## config.mk

```make
export PLATFORM = sky130hd
export DESIGN_NAME = node_status_round_robin_picker
export DESIGN_NICKNAME = d
export VERILOG_FILES = /design/src/rtl/nsrr_pkg.sv /design/src/rtl/node_status_round_robin_picker.sv /design/src/rtl/nsrr_table.sv
export SDC_FILE = /design/constraint.sdc
export NUM_CORES = 1
export LEC_CHECK = 0
export ABC_AREA = 0
export BUFFER_PORTS_ARGS = -buffer_cell sky130_fd_sc_hd__buf_2
export CAP_MARGIN = 10
export CORE_ASPECT_RATIO = 1.5
export CORE_MARGIN = 2
export CORE_UTILIZATION = 55
export DETAILED_ROUTE_END_ITERATION = 16
export PLACE_DENSITY_LB_ADDON = 0.25
export SETUP_SLACK_MARGIN = 0.15
export SLEW_MARGIN = 10
export SYNTH_ARGS = -nofsm -noshare
export SYNTH_HDL_FRONTEND = slang
export SYNTH_SLANG_ARGS = --single-unit
```

## constraint.sdc

```tcl
create_clock -name i_clk -period 4.95 [get_ports i_clk]
set_input_delay 0.7425 -clock i_clk [delete_from_list [all_inputs] [get_ports i_clk]]
set_output_delay 0.7425 -clock i_clk [all_outputs]
set_load 0.05 [all_outputs]
```

## src/rtl/nsrr_pkg.sv

```systemverilog
`timescale 1ns / 1ps

package nsrr_pkg;

    localparam int MAX_NODES_DEF = 32;
    localparam int NODE_W        = 5;
    localparam int STATUS_W      = 2;
    localparam int ACT_W         = 2;
    localparam int MASK_W        = 32;
    localparam int CFG_IDX_W     = 1;

    typedef logic [NODE_W-1:0]   t_node;
    typedef logic [STATUS_W-1:0] t_status;
    typedef logic [ACT_W-1:0]    t_action;

    localparam t_status ST_FREE     = 2'd0;
    localparam t_status ST_LOW      = 2'd1;
    localparam t_status ST_OUT      = 2'd2;
    localparam t_status ST_RESERVED = 2'd3;

    localparam t_action ACT_NONE    = 2'd0;
    localparam t_action ACT_ENABLE  = 2'd1;
    localparam t_action ACT_DISABLE = 2'd2;

    localparam logic CMD_UPDATE = 1'b0;
    localparam logic CMD_PICK   = 1'b1;

    localparam logic [CFG_IDX_W-1:0] CFG_OWN_NODE    = 1'd0;
    localparam logic [CFG_IDX_W-1:0] CFG_ONLINE_MASK = 1'd1;

endpackage

```

## src/rtl/node_status_round_robin_picker.sv

```systemverilog
`timescale 1ns / 1ps

// node status round-robin picker
// input channel (i_valid / o_ready) carries one command beat: an update writes
// the memory-pressure status of one node, a pick searches the online ring for
// a target node. every beat yields exactly one result beat on the output
// channel (o_valid / i_ready).
// the configuration channel (i_cfg_valid / o_cfg_ready) is always ready;
// index 0 sets the own node id, index 1 sets the online mask. write it idle.
// an update goes from the input registers through the busy and finish states
// to the output register. a pick walks the ring one node per cycle through a
// single position counter and one status compare, first pass free nodes only,
// second pass free or low nodes, then loads the output register.
// one item is in work at a time; o_ready is high only when idle. a finished
// result waits in the output register while the receiver stalls, and the
// next item is accepted meanwhile but completes only after that beat drains.
// synchronous reset clears the status table to free, forgets the last pick,
// sets own node 0 and online mask 1; no output beat is pending after reset.
module node_status_round_robin_picker #(
    parameter int MAX_NODES = nsrr_pkg::MAX_NODES_DEF
) (
    input  logic                                 i_clk,
    input  logic                                 i_rst_n,
    input  logic                                 i_valid,
    output logic                                 o_ready,
    input  logic                                 i_command,
    input  nsrr_pkg::t_node                      i_node,
    input  nsrr_pkg::t_status                    i_status,
    output logic                                 o_valid,
    input  logic                                 i_ready,
    output nsrr_pkg::t_node                      o_chosen_node,
    output logic                                 o_chosen_valid,
    output nsrr_pkg::t_action                    o_lowmem_action,
    input  logic                                 i_cfg_valid,
    output logic                                 o_cfg_ready,
    input  logic [nsrr_pkg::CFG_IDX_W-1:0]       i_cfg_index,
    input  logic [nsrr_pkg::MASK_W-1:0]          i_cfg_data
);

    localparam int NE = (MAX_NODES >= nsrr_pkg::MASK_W) ? nsrr_pkg::MASK_W : MAX_NODES;
    localparam int AW = $clog2(NE);
    localparam logic [nsrr_pkg::NODE_W:0] NE_L = (nsrr_pkg::NODE_W + 1)'(NE);
    localparam logic [nsrr_pkg::MASK_W-1:0] LIVE_KEEP =
        (NE >= nsrr_pkg::MASK_W) ? {nsrr_pkg::MASK_W{1'b1}}
                                 : nsrr_pkg::MASK_W'((64'd1 << NE) - 64'd1);
    localparam nsrr_pkg::t_node LAST_STEP = {nsrr_pkg::NODE_W{1'b1}};

    typedef enum logic [1:0] {
        S_IDLE,
        S_BUSY,
        S_FINISH
    } t_state;

    t_state                          r_state;
    nsrr_pkg::t_node                 r_own;
    logic [nsrr_pkg::MASK_W-1:0]     r_online;
    nsrr_pkg::t_node                 r_last;
    logic                            r_last_valid;
    logic                            r_cmd;
    nsrr_pkg::t_node                 r_node;
    nsrr_pkg::t_status               r_status;
    nsrr_pkg::t_node                 r_step;
    logic                            r_pass;
    nsrr_pkg::t_node                 r_res_node;
    logic                            r_res_valid;
    nsrr_pkg::t_action               r_res_act;
    logic                            r_o_valid;
    nsrr_pkg::t_node                 r_o_node;
    logic                            r_o_chosen;
    nsrr_pkg::t_action               r_o_act;

    logic [nsrr_pkg::MASK_W-1:0]     w_live;
    logic                            w_multi;
    nsrr_pkg::t_node                 w_start;
    nsrr_pkg::t_node                 w_pos;
    logic                            w_node_ok;
    logic [AW-1:0]                   w_raddr;
    nsrr_pkg::t_status               w_rdata;
    logic                            w_we;
    logic                            w_hit;
    nsrr_pkg::t_action               w_act;

    assign w_live    = r_online & LIVE_KEEP;
    assign w_multi   = |(w_live & (w_live - nsrr_pkg::MASK_W'(1)));
    assign w_start   = r_last_valid ? r_last : r_own;
    assign w_pos     = w_start + nsrr_pkg::NODE_W'(1) + r_step;
    assign w_node_ok = {1'b0, r_node} < NE_L;
    assign w_raddr   = (r_cmd == nsrr_pkg::CMD_PICK) ? w_pos[AW-1:0] : r_node[AW-1:0];
    assign w_we      = (r_state == S_BUSY) && (r_cmd == nsrr_pkg::CMD_UPDATE) && w_node_ok;

    nsrr_table #(
        .DEPTH (NE),
        .AW    (AW)
    ) u_table (
        .i_clk   (i_clk),
        .i_rst_n (i_rst_n),
        .i_we    (w_we),
        .i_waddr (r_node[AW-1:0]),
        .i_wdata (r_status),
        .i_raddr (w_raddr),
        .o_rdata (w_rdata)
    );

    // shared compare: live, not own, status acceptable for this pass
    assign w_hit = w_live[w_pos] && (w_pos != r_own) &&
                   ((w_rdata == nsrr_pkg::ST_FREE) ||
                    (r_pass && (w_rdata == nsrr_pkg::ST_LOW)));

    always_comb begin
        if (!w_node_ok) begin
            w_act = nsrr_pkg::ACT_NONE;
        end else if (r_status == nsrr_pkg::ST_OUT) begin
            w_act = nsrr_pkg::ACT_ENABLE;
        end else if (w_rdata == nsrr_pkg::ST_OUT) begin
            w_act = nsrr_pkg::ACT_DISABLE;
        end else begin
            w_act = nsrr_pkg::ACT_NONE;
        end
    end

    always_ff @(posedge i_clk) begin
        if (!i_rst_n) begin
            r_state      <= S_IDLE;
            r_own        <= '0;
            r_online     <= nsrr_pkg::MASK_W'(1);
            r_last       <= '0;
            r_last_valid <= 1'b0;
            r_o_valid    <= 1'b0;
            r_step       <= '0;
            r_pass       <= 1'b0;
        end else begin
            if (i_cfg_valid) begin
                case (i_cfg_index)
                    nsrr_pkg::CFG_OWN_NODE:    r_own    <= i_cfg_data[nsrr_pkg::NODE_W-1:0];
                    nsrr_pkg::CFG_ONLINE_MASK: r_online <= i_cfg_data;
                    default: ;
                endcase
            end

            if (r_o_valid && i_ready && (r_state != S_FINISH)) begin
                r_o_valid <= 1'b0;
            end

            case (r_state)
                S_IDLE: begin
                    if (i_valid) begin
                        r_cmd    <= i_command;
                        r_node   <= i_node;
                        r_status <= i_status;
                        r_step   <= '0;
                        r_pass   <= 1'b0;
                        r_state  <= S_BUSY;
                    end
                end
                S_BUSY: begin
                    if (r_cmd == nsrr_pkg::CMD_UPDATE) begin
                        r_res_node  <= '0;
                        r_res_valid <= 1'b0;
                        r_res_act   <= w_act;
                        r_state     <= S_FINISH;
                    end else if (!w_multi) begin
                        r_res_node  <= '0;
                        r_res_valid <= 1'b0;
                        r_res_act   <= nsrr_pkg::ACT_NONE;
                        r_state     <= S_FINISH;
                    end else if (w_hit) begin
                        r_res_node   <= w_pos;
                        r_res_valid  <= 1'b1;
                        r_res_act    <= nsrr_pkg::ACT_NONE;
                        r_last       <= w_pos;
                        r_last_valid <= 1'b1;
                        r_state      <= S_FINISH;
                    end else if (r_step == LAST_STEP) begin
                        r_step <= '0;
                        if (r_pass) begin
                            r_res_node  <= '0;
                            r_res_valid <= 1'b0;
                            r_res_act   <= nsrr_pkg::ACT_NONE;
                            r_state     <= S_FINISH;
                        end else begin
                            r_pass <= 1'b1;
                        end
                    end else begin
                        r_step <= r_step + nsrr_pkg::NODE_W'(1);
                    end
                end
                S_FINISH: begin
                    if (!r_o_valid || i_ready) begin
                        r_o_valid  <= 1'b1;
                        r_o_node   <= r_res_node;
                        r_o_chosen <= r_res_valid;
                        r_o_act    <= r_res_act;
                        r_state    <= S_IDLE;
                    end
                end
                default: begin
                    r_state <= S_IDLE;
                end
            endcase
        end
    end

    assign o_ready         = (r_state == S_IDLE);
    assign o_valid         = r_o_valid;
    assign o_chosen_node   = r_o_node;
    assign o_chosen_valid  = r_o_chosen;
    assign o_lowmem_action = r_o_act;
    assign o_cfg_ready     = 1'b1;

endmodule

```

## src/rtl/nsrr_table.sv

```systemverilog
`timescale 1ns / 1ps

module nsrr_table #(
    parameter int DEPTH = 32,
    parameter int AW    = $clog2(DEPTH)
) (
    input  logic                   i_clk,
    input  logic                   i_rst_n,
    input  logic                   i_we,
    input  logic [AW-1:0]          i_waddr,
    input  nsrr_pkg::t_status      i_wdata,
    input  logic [AW-1:0]          i_raddr,
    output nsrr_pkg::t_status      o_rdata
);

    nsrr_pkg::t_status r_mem [DEPTH];

    always_ff @(posedge i_clk) begin
        if (!i_rst_n) begin
            for (int i = 0; i < DEPTH; i++) begin
                r_mem[i] <= nsrr_pkg::ST_FREE;
            end
        end else if (i_we) begin
            r_mem[i_waddr] <= i_wdata;
        end
    end

    assign o_rdata = r_mem[i_raddr];

endmodule

```

After elaboration in Yosys (flattened, before gate mapping)
Memory sizes are Yosys's and may differ from the RTL's.
Index checks and enable logic that the tools add are counted.
{"block": "totals", "regBits": 76, "ram_bits": 64, "inputBits": 46, "out_inout_bits": 11, "n_memories": 1}
{"block": "classes", "addsub": 4, "order_cmp": 1, "eq_ne": 18, "mux": 47, "n_bitwise": 3, "reduce_logical": 24}
{"name": "u_table.r_mem", "words": 32, "width": 2, "rd": 1, "rd_clocked_by_memory_dff": 0, "write_ports": 32, "line_no": "nsrr_table.sv:16", "source": "nsrr_pkg::t_status r_mem [DEPTH];"}
{"operator": "5-bit 2-to-1 mux", "n": 11}
{"operator": "32-bit AND", "n": 1}
{"operator": "32-bit OR reduction", "n": 1}
{"operator": "32-bit by 1-bit subtractor with 32-bit output (second input constant)", "n": 1}
{"operator": "2-bit 2-to-1 mux", "n": 15}
{"operator": "1-bit 2-to-1 mux", "n": 17}
{"operator": "2-bit != test (second input constant)", "n": 6}
{"operator": "4-bit AND reduction", "n": 3}
{"operator": "5-bit by 1-bit adder with 5-bit output (second input constant)", "n": 2}
{"operator": "5-bit one-hot mux with 2 select lines", "n": 1}
{"operator": "2-bit equality test (second input constant)", "n": 3}
{"operator": "1-bit logical AND", "n": 6}
{"operator": "5-bit by 6-bit < comparator with 1-bit output (second input constant)", "n": 1}
{"operator": "2-bit one-hot mux with 3 select lines", "n": 1}
{"operator": "2-bit AND reduction", "n": 3}
{"operator": "3-bit AND reduction", "n": 2}
{"operator": "6-bit AND reduction", "n": 1}
{"operator": "5-bit adder", "n": 1}
{"operator": "1-bit binary-select mux with 5-bit select", "n": 1}
{"operator": "5-bit equality test (second input constant)", "n": 1}
{"operator": "5-bit by 4-bit != test with 1-bit output (second input constant)", "n": 1}
{"operator": "5-bit != test", "n": 1}
{"operator": "5-bit != test (second input constant)", "n": 1}
{"operator": "5-bit AND reduction", "n": 1}
{"operator": "other kinds (11)", "n": 15}

Depth between registers and ports, before layout
An unclocked memory read counts as a cell.
{"block": "depth", "depth_word": 13, "depth_mapped": 16, "mapped_depth_nobuf": 13}

Hierarchy
From an unflattened synthesis, not the netlist that was laid out.
{"block": "unflattened", "hier_cells": 729, "hier_area_um2": 7372.1}
{"mod": "node_status_round_robin_picker", "instances": 1, "cells_per_inst": 421, "area_each_um2": 3958.8, "seq_area_each_um2": 1761.7}
{"mod": "nsrr_table", "instances": 1, "cells_per_inst": 308, "area_each_um2": 3413.3, "seq_area_each_um2": 1921.8}

Worst setup path after synthesis
No wires, ideal clock.
{"block": "synth_path", "path_kind": "register to register", "start": "register r_last_valid", "end": "register r_res_act[0], enable pin", "setup_time_ns": 0.380, "arrival_ns": 3.505, "setup_slack_ns": 1.065, "stages_incl_launch_ff": 15, "n_path_buf": 3, "path_cell_list": "dfxtp_1 > clkbuf_1 > mux2i_1 > ha_1 > fa_1 > nand2b_1 > clkbuf_1 > nand2_1 > clkbuf_1 > a211oi_1 > nor4_1 > mux2i_1 > mux2_2 > o211ai_2 > a31oi_1"}
{"block": "synth_via", "elab_chain_cells": 11, "elab_cells_between_ends": 17}
{"item": "start: declaration", "line_no": "node_status_round_robin_picker.sv:58", "source": "logic r_last_valid;"}
{"item": "start signal: assignment", "line_no": "node_status_round_robin_picker.sv:127", "source": "r_last_valid <= 1'b0;"}
{"item": "start signal: assignment", "line_no": "node_status_round_robin_picker.sv:171", "source": "r_last_valid <= 1'b1;"}
{"item": "5-bit 2-to-1 mux (*)", "line_no": "node_status_round_robin_picker.sv:85", "source": "assign w_start = r_last_valid ? r_last : r_own;"}
{"item": "5-bit by 1-bit adder with 5-bit output (*)", "line_no": "node_status_round_robin_picker.sv:86", "source": "assign w_pos = w_start + nsrr_pkg::NODE_W'(1) + r_step;"}
{"item": "5-bit adder (*)", "line_no": "node_status_round_robin_picker.sv:86"}
{"item": "5-bit 2-to-1 mux", "line_no": "node_status_round_robin_picker.sv:88", "source": "assign w_raddr = (r_cmd == nsrr_pkg::CMD_PICK) ? w_pos[AW-1:0] : r_node[AW-1:0];"}
{"item": "memory read 32 x 2 bit"}
{"item": "2-bit by 1-bit equality test with 1-bit output", "line_no": "node_status_round_robin_picker.sv:107", "source": "(r_pass && (w_rdata == nsrr_pkg::ST_LOW)));"}
{"item": "1-bit logical AND", "line_no": "node_status_round_robin_picker.sv:107"}
{"item": "1-bit logical OR", "line_no": "node_status_round_robin_picker.sv:106", "source": "((w_rdata == nsrr_pkg::ST_FREE) ||"}
{"item": "1-bit logical AND (*)", "line_no": "node_status_round_robin_picker.sv:105", "source": "assign w_hit = w_live[w_pos] && (w_pos != r_own) &&"}
{"item": "4-bit by 2-bit != test with 1-bit output (no source line) or 4-bit by 3-bit != test with 1-bit output (tied branches)"}
{"item": "4-bit AND reduction (no source line) (*)"}
{"item": "end signal: assignment", "line_no": "node_status_round_robin_picker.sv:159", "source": "r_res_act <= w_act;"}
{"item": "end signal: assignment", "line_no": "node_status_round_robin_picker.sv:164", "source": "r_res_act <= nsrr_pkg::ACT_NONE;"}
{"item": "end signal: assignment", "line_no": "node_status_round_robin_picker.sv:169", "source": "r_res_act <= nsrr_pkg::ACT_NONE;"}
{"item": "end: declaration", "line_no": "node_status_round_robin_picker.sv:66", "source": "nsrr_pkg::t_action r_res_act;"}
Mark *: on every way between the ends. The rest lies on a longest branch, timed or not. The select of a mux whose other input is x is not followed.
A chain may end at the register's enable or synchronous reset.

Worst setup path after layout
{"block": "layout_path", "start": "register r_last_valid", "end": "register r_res_node[1], enable pin"}
{"block": "layout_via", "elab_chain_cells": 11, "elab_cells_between_ends": 17}
{"item": "5-bit 2-to-1 mux (*)", "line_no": "node_status_round_robin_picker.sv:85"}
{"item": "5-bit by 1-bit adder with 5-bit output (*)", "line_no": "node_status_round_robin_picker.sv:86"}
{"item": "5-bit adder (*)", "line_no": "node_status_round_robin_picker.sv:86"}
{"item": "5-bit 2-to-1 mux", "line_no": "node_status_round_robin_picker.sv:88"}
{"item": "memory read 32 x 2 bit"}
{"item": "2-bit by 1-bit equality test with 1-bit output", "line_no": "node_status_round_robin_picker.sv:107"}
{"item": "1-bit logical AND", "line_no": "node_status_round_robin_picker.sv:107"}
{"item": "1-bit logical OR", "line_no": "node_status_round_robin_picker.sv:106"}
{"item": "1-bit logical AND (*)", "line_no": "node_status_round_robin_picker.sv:105"}
{"item": "4-bit by 2-bit != test with 1-bit output (no source line) or 4-bit by 3-bit != test with 1-bit output (tied branches)"}
{"item": "4-bit AND reduction (no source line) (*)"}
{"item": "end signal: assignment", "line_no": "node_status_round_robin_picker.sv:167", "source": "r_res_node <= w_pos;"}
{"item": "end: declaration", "line_no": "node_status_round_robin_picker.sv:64", "source": "nsrr_pkg::t_node r_res_node;"}
Marks and branches as above.

==> impl_metrics.py <==
metrics = {
    "final_layout": {
        "drive_above_1_share_pct": 17.60,
        "leading_cell_types_in_the_layout_fill_and_taps_excluded": "141 x sky130_fd_sc_hd__nand2_1, 100 x sky130_fd_sc_hd__and3_1, 88 x sky130_fd_sc_hd__edfxtp_1",
        "layout.filler_cells": 1070,
        "syn_to_final_growth_pct": 12.71,
        "final_net_count": 807,
        "stdcell_count": 926,
        "final_common_cell": "sky130_fd_sc_hd__nand2_1",
        "insertedDiodeCount": 0,
    },
    "pwr": {
        "power.share.switching_pct": 25.13,
        "internal-power_uw": 2230,
        "seq_power_share_pct": 44.1,
        "switching_component_of_the_power_uw": 748.4,
        "power.leakage_uw": 0.003434,
        "share_clk_of_total_power_pct": 44.7,
        "power_density_nw_per_um2": 362.9,
        "max-vdd-ir-drop_mv": 0.2339,
        "power.share.combinational_pct": 11.2,
    },
    "placed_design": {
        "placement.setup.worst_slack_ns": 0.4922,
        "place.detailed.instances": 894,
        "port_buffers": 55,
        "dp_hpwl_um": 12940,
        "finalWeightedCongestion": 0.9224,
    },
    "grt": {
        "grt_most_used_layer": "met2",
        "met3_usage_pct": 3.757,
        "antenna_found_initial": 0,
        "met2_usage_pct": 47.67,
        "grt_overflow_total": 0,
        "grt_util_met1_pct": 27.54,
        "via_count_of_the_first_global_routing_pass": 5827,
        "track_usage_pct": 25.99,
        "grt_max_degree": 46,
        "grt_pass1_wl_um": 28950,
    },
    "clocking": {
        "tritoncts.num_buffers": 17,
        "clk_lat_worst_skew_ns": 0.42,
        "post-cts-setup-buffer-count": 0,
        "cts_hold_repair.buffers": 0,
        "cts_root_buffer": "sky130_fd_sc_hd__clkbuf_16",
        "cts-htree-levels": 4,
        "clk_transition_reported_paths_ns": 0.06,
        "clock_sinks": 140,
        "post_cts_resize_count": 0,
        "clock_path_buffers": 2,
        "tritoncts_clock_tree": "yes",
    },
    "sta": {
        "actual_transition_at_the_worst_max_transition_pin_ns": 1.044,
        "post-route-min-period_ns": 4.495,
        "final-hold-violation-count": 0,
        "drv_slew": 0,
        "timing.clock.skew_ns": 0.009400,
        "tns_ns": 0,
        "grt_setup_unrepaired": "no",
        "slew_headroom_pct": 29.87,
        "finalSetupViolCount": 0,
        "achievable-frequency_mhz": 222.5,
        "finalCritPeriodShare_pct": 90.80,
        "layout_setup_ws_ns": 0.4552,
    },
    "yosys": {
        "syn-cell-area_um2": 7282,
        "count_of_flip_flops_with_a_built_in_enable_after_synthesis": 88,
        "synthDominantAreaCellType": "sky130_fd_sc_hd__edfxtp_1",
        "syn-mean-instance-area_um2": 10.02,
        "synth_nets": 780,
        "post_synth_main_area_contributors": "sky130_fd_sc_hd__edfxtp_1 36%, sky130_fd_sc_hd__dfxtp_1 14%, sky130_fd_sc_hd__and3_1 8.6%, sky130_fd_sc_hd__nand2_1 7.3%, sky130_fd_sc_hd__a211oi_1 3.5%",
        "synthDominantCellAreaShare_pct": 36.29,
        "simple_gate_share_of_the_synthesized_area_pct": 23.64,
        "yosys_warnings": 0,
        "synth_cells": 727,
        "synth_fa_ha_area_share_pct": 1.443,
        "dominant_combinational_cell_family_by_area_after_synthesis": "simple AND/OR/NAND/NOR gates",
        "post_synth_num_cell_types": 71,
        "yosysSeqAreaShare_pct": 50.58,
        "synthMuxAreaShare_pct": 6.168,
        "synth-main-ff-cell": "sky130_fd_sc_hd__edfxtp_1",
        "synth-async-reset-ratio_pct": 0,
        "post_synth_xor_area_fraction_pct": 1.289,
        "postSynthRegisterBits": 140,
        "compound_cell_area_share_of_the_yosys_netlist_pct": 12.75,
    },
    "floorplan": {
        "core_um2": 12950,
        "die_w_um": 97.95,
        "boundaryPins": 57,
        "initial_core_util_pct": 56.22,
        "die_height_um": 144.9,
        "row_count": 51,
        "floorplan.die_area_um2": 14200,
    },
    "critical_path": {
        "worstPathCellList": "mux2i_1 -> ha_1 -> fa_1 -> xnor2_1 -> a32oi_1 -> a211oi_1 -> nor4_1 -> mux2i_1 -> mux2_2 -> o211ai_2 -> buf_4 -> a31oi_1",
        "timing.reg2reg.worst_path_depth": 12,
        "crit_path_arrival_time_ns": 4.54,
        "path_delay_family": "compound AO/OA/AOI/OAI gates",
        "endpoint_kind": "flip-flop",
        "worst-path-max-fanout": 9,
        "crit_path_max_incr_delay_ns": 0.66,
        "path_class": "flip-flop to flip-flop",
        "worst_path_max_delay_cell": "sky130_fd_sc_hd__a31oi_1",
        "startpoint_type": "flip-flop",
        "critical_path.n_buffers_inverters": 1,
        "timing.rr.end": "r_res_node[1]",
        "critPathRequiredTime_ns": 5.00,
        "timing.reg2reg.setup_slack_ns": 0.46,
        "timing.rr.start": "r_last_valid",
        "cp_common_cell": "sky130_fd_sc_hd__mux2i_1",
    },
    "worst_hold_path": {
        "worstHoldStart": "r_res_node[2]",
        "hold_path_depth": 0,
        "worstHoldEndpoint": "o_chosen_node[2]",
        "worst_min_delay_path_class": "flip-flop to flip-flop",
    },
    "outcome": {
        "run_status": "completed",
    },
    "job": {
        "max-cap-violations": 0,
    },
    "routing": {
        "postRouteAntennaNets": 0,
        "via_per_inst": 6.195,
        "total_wire_length_after_detailed_routing_um": 17990,
        "post_drt_wl_per_cell_um": 19.42,
        "dr_total_vias": 5737,
        "remaining_drc_errors": 0,
        "detailed_route_iter0_violations": 237,
        "detail_route.first_pass.iterations": 5,
    },
}
==> metal layers <==
metal | up-vias | part of all wire [%]
met1 | 2755 | 37
met5 | - | 0
li1 | 2741 | -
met2 | 187 | 55
met3 | 54 | 3.9
met4 | 0 | 4.4
==> how the worst max path moves through the flow <==
stage / from / endpoint / slack, ns / cells past startpoint
finish: r_last_valid / r_res_node[1] / 0.46 / 12
global route: r_last_valid / r_res_node[1] / 0.20 / 12
CTS: r_last_valid / r_res_valid / 0.46 / 12
detailed placement: r_last_valid / r_res_node[3] / 0.49 / 12
global placement: r_last_valid / r_state[1] / 0.69 / 13
floorplan: r_last_valid / r_res_act[0] / 1.07 / 14
==> area by class of cell <==
cell class                      count  area (um^2)  area share, %
Sequential cell                   140         3684          44.88
Multi-Input combinational cell    519         3308          40.30
Clock buffer                       20        456.7          5.564
Timing Repair Buffer               67        365.4          4.451
Tap cell                          159        198.9          2.424
Clock inverter                     12        161.4          1.966
Inverter                            9        33.78         0.4116
==> synth_stat cells (3+ instances only) <==
library cell,n
sky130_fd_sc_hd__xnor2_1,7
sky130_fd_sc_hd__or2_2,5
sky130_fd_sc_hd__nor2_1,27
sky130_fd_sc_hd__and3_1,100
sky130_fd_sc_hd__clkbuf_1,52
sky130_fd_sc_hd__nand3_1,7
sky130_fd_sc_hd__o21ai_0,11
sky130_fd_sc_hd__o21a_1,3
sky130_fd_sc_hd__a31oi_1,6
sky130_fd_sc_hd__o22a_1,5
sky130_fd_sc_hd__a21oi_1,40
sky130_fd_sc_hd__mux2_2,5
sky130_fd_sc_hd__ha_1,6
sky130_fd_sc_hd__mux4_2,8
sky130_fd_sc_hd__mux2i_1,16
sky130_fd_sc_hd__buf_6,3
sky130_fd_sc_hd__nand2b_1,9
sky130_fd_sc_hd__a21o_1,3
sky130_fd_sc_hd__a211oi_1,34
sky130_fd_sc_hd__nand2_1,141
sky130_fd_sc_hd__a32oi_1,4
sky130_fd_sc_hd__o41ai_1,3
sky130_fd_sc_hd__edfxtp_1,88
sky130_fd_sc_hd__or3_1,6
sky130_fd_sc_hd__nor2b_1,5
sky130_fd_sc_hd__inv_1,7
sky130_fd_sc_hd__dfxtp_1,52
sky130_fd_sc_hd__nor3_1,9
sky130_fd_sc_hd__nor4_1,11
sky130_fd_sc_hd__o31ai_1,3
==> registers in the layout, summed over array words and instances (netlist names), 5 cells and up <==
register / cells
u_table.r_mem: 64
r_online: 32
o_chosen_node: 5
r_last: 5
r_node: 5
r_own: 5
r_res_node: 5
r_step: 5
==> worst register-to-register path, cell delays in order, from the launching register on <==
cell and delay [ns]:
sky130_fd_sc_hd__dfxtp_1 0.49, sky130_fd_sc_hd__mux2i_1 0.14, sky130_fd_sc_hd__ha_1 0.23, sky130_fd_sc_hd__fa_1 0.43, sky130_fd_sc_hd__xnor2_1 0.65, sky130_fd_sc_hd__a32oi_1 0.41, sky130_fd_sc_hd__a211oi_1 0.37, sky130_fd_sc_hd__nor4_1 0.11
sky130_fd_sc_hd__mux2i_1 0.14, sky130_fd_sc_hd__mux2_2 0.23, sky130_fd_sc_hd__o211ai_2 0.08, sky130_fd_sc_hd__buf_4 0.18, sky130_fd_sc_hd__a31oi_1 0.66
==> power by group through the flow <==
stage,combinational (uW),sequential [uW],clock [uW]
2_1_floorplan,250,1330,0
3_3_place_gp,323,1340,0
3_5_place_dp,332,1340,0
4_1_cts,334,1310,1340
5_1_grt,365,1320,1390
6_report,334,1310,1330
==> cells by family (layout without fill, tap and decap cells) <==
logic type	after synthesis	in the layout
flops	140	140
mux	31	31
other cells	1	1
buf+inv	68	108
fa+ha+maj	8	8
compound gates	132	132
simple gates	338	338
xor+xnor	9	9
==> stage by stage <==
| stage | hold WS, ns | power [uW] | cell area, um^2 | util (%) |
|---|---|---|---|---|
| floorplan | 0.4003 | 1576 | 7282 | - |
| global route | 0.4266 | 3078 | 8208 | 63.36 |
| global placement | 0.4009 | 1660 | 7590 | 58.59 |
| finish | 0.4132 | 2979 | 8208 | 63.36 |
| detailed placement | 0.4045 | 1671 | 7590 | 58.59 |
| CTS | 0.4156 | 2992 | 8208 | 63.36 |
No activity file was read; power rests on OpenSTA's default activity.
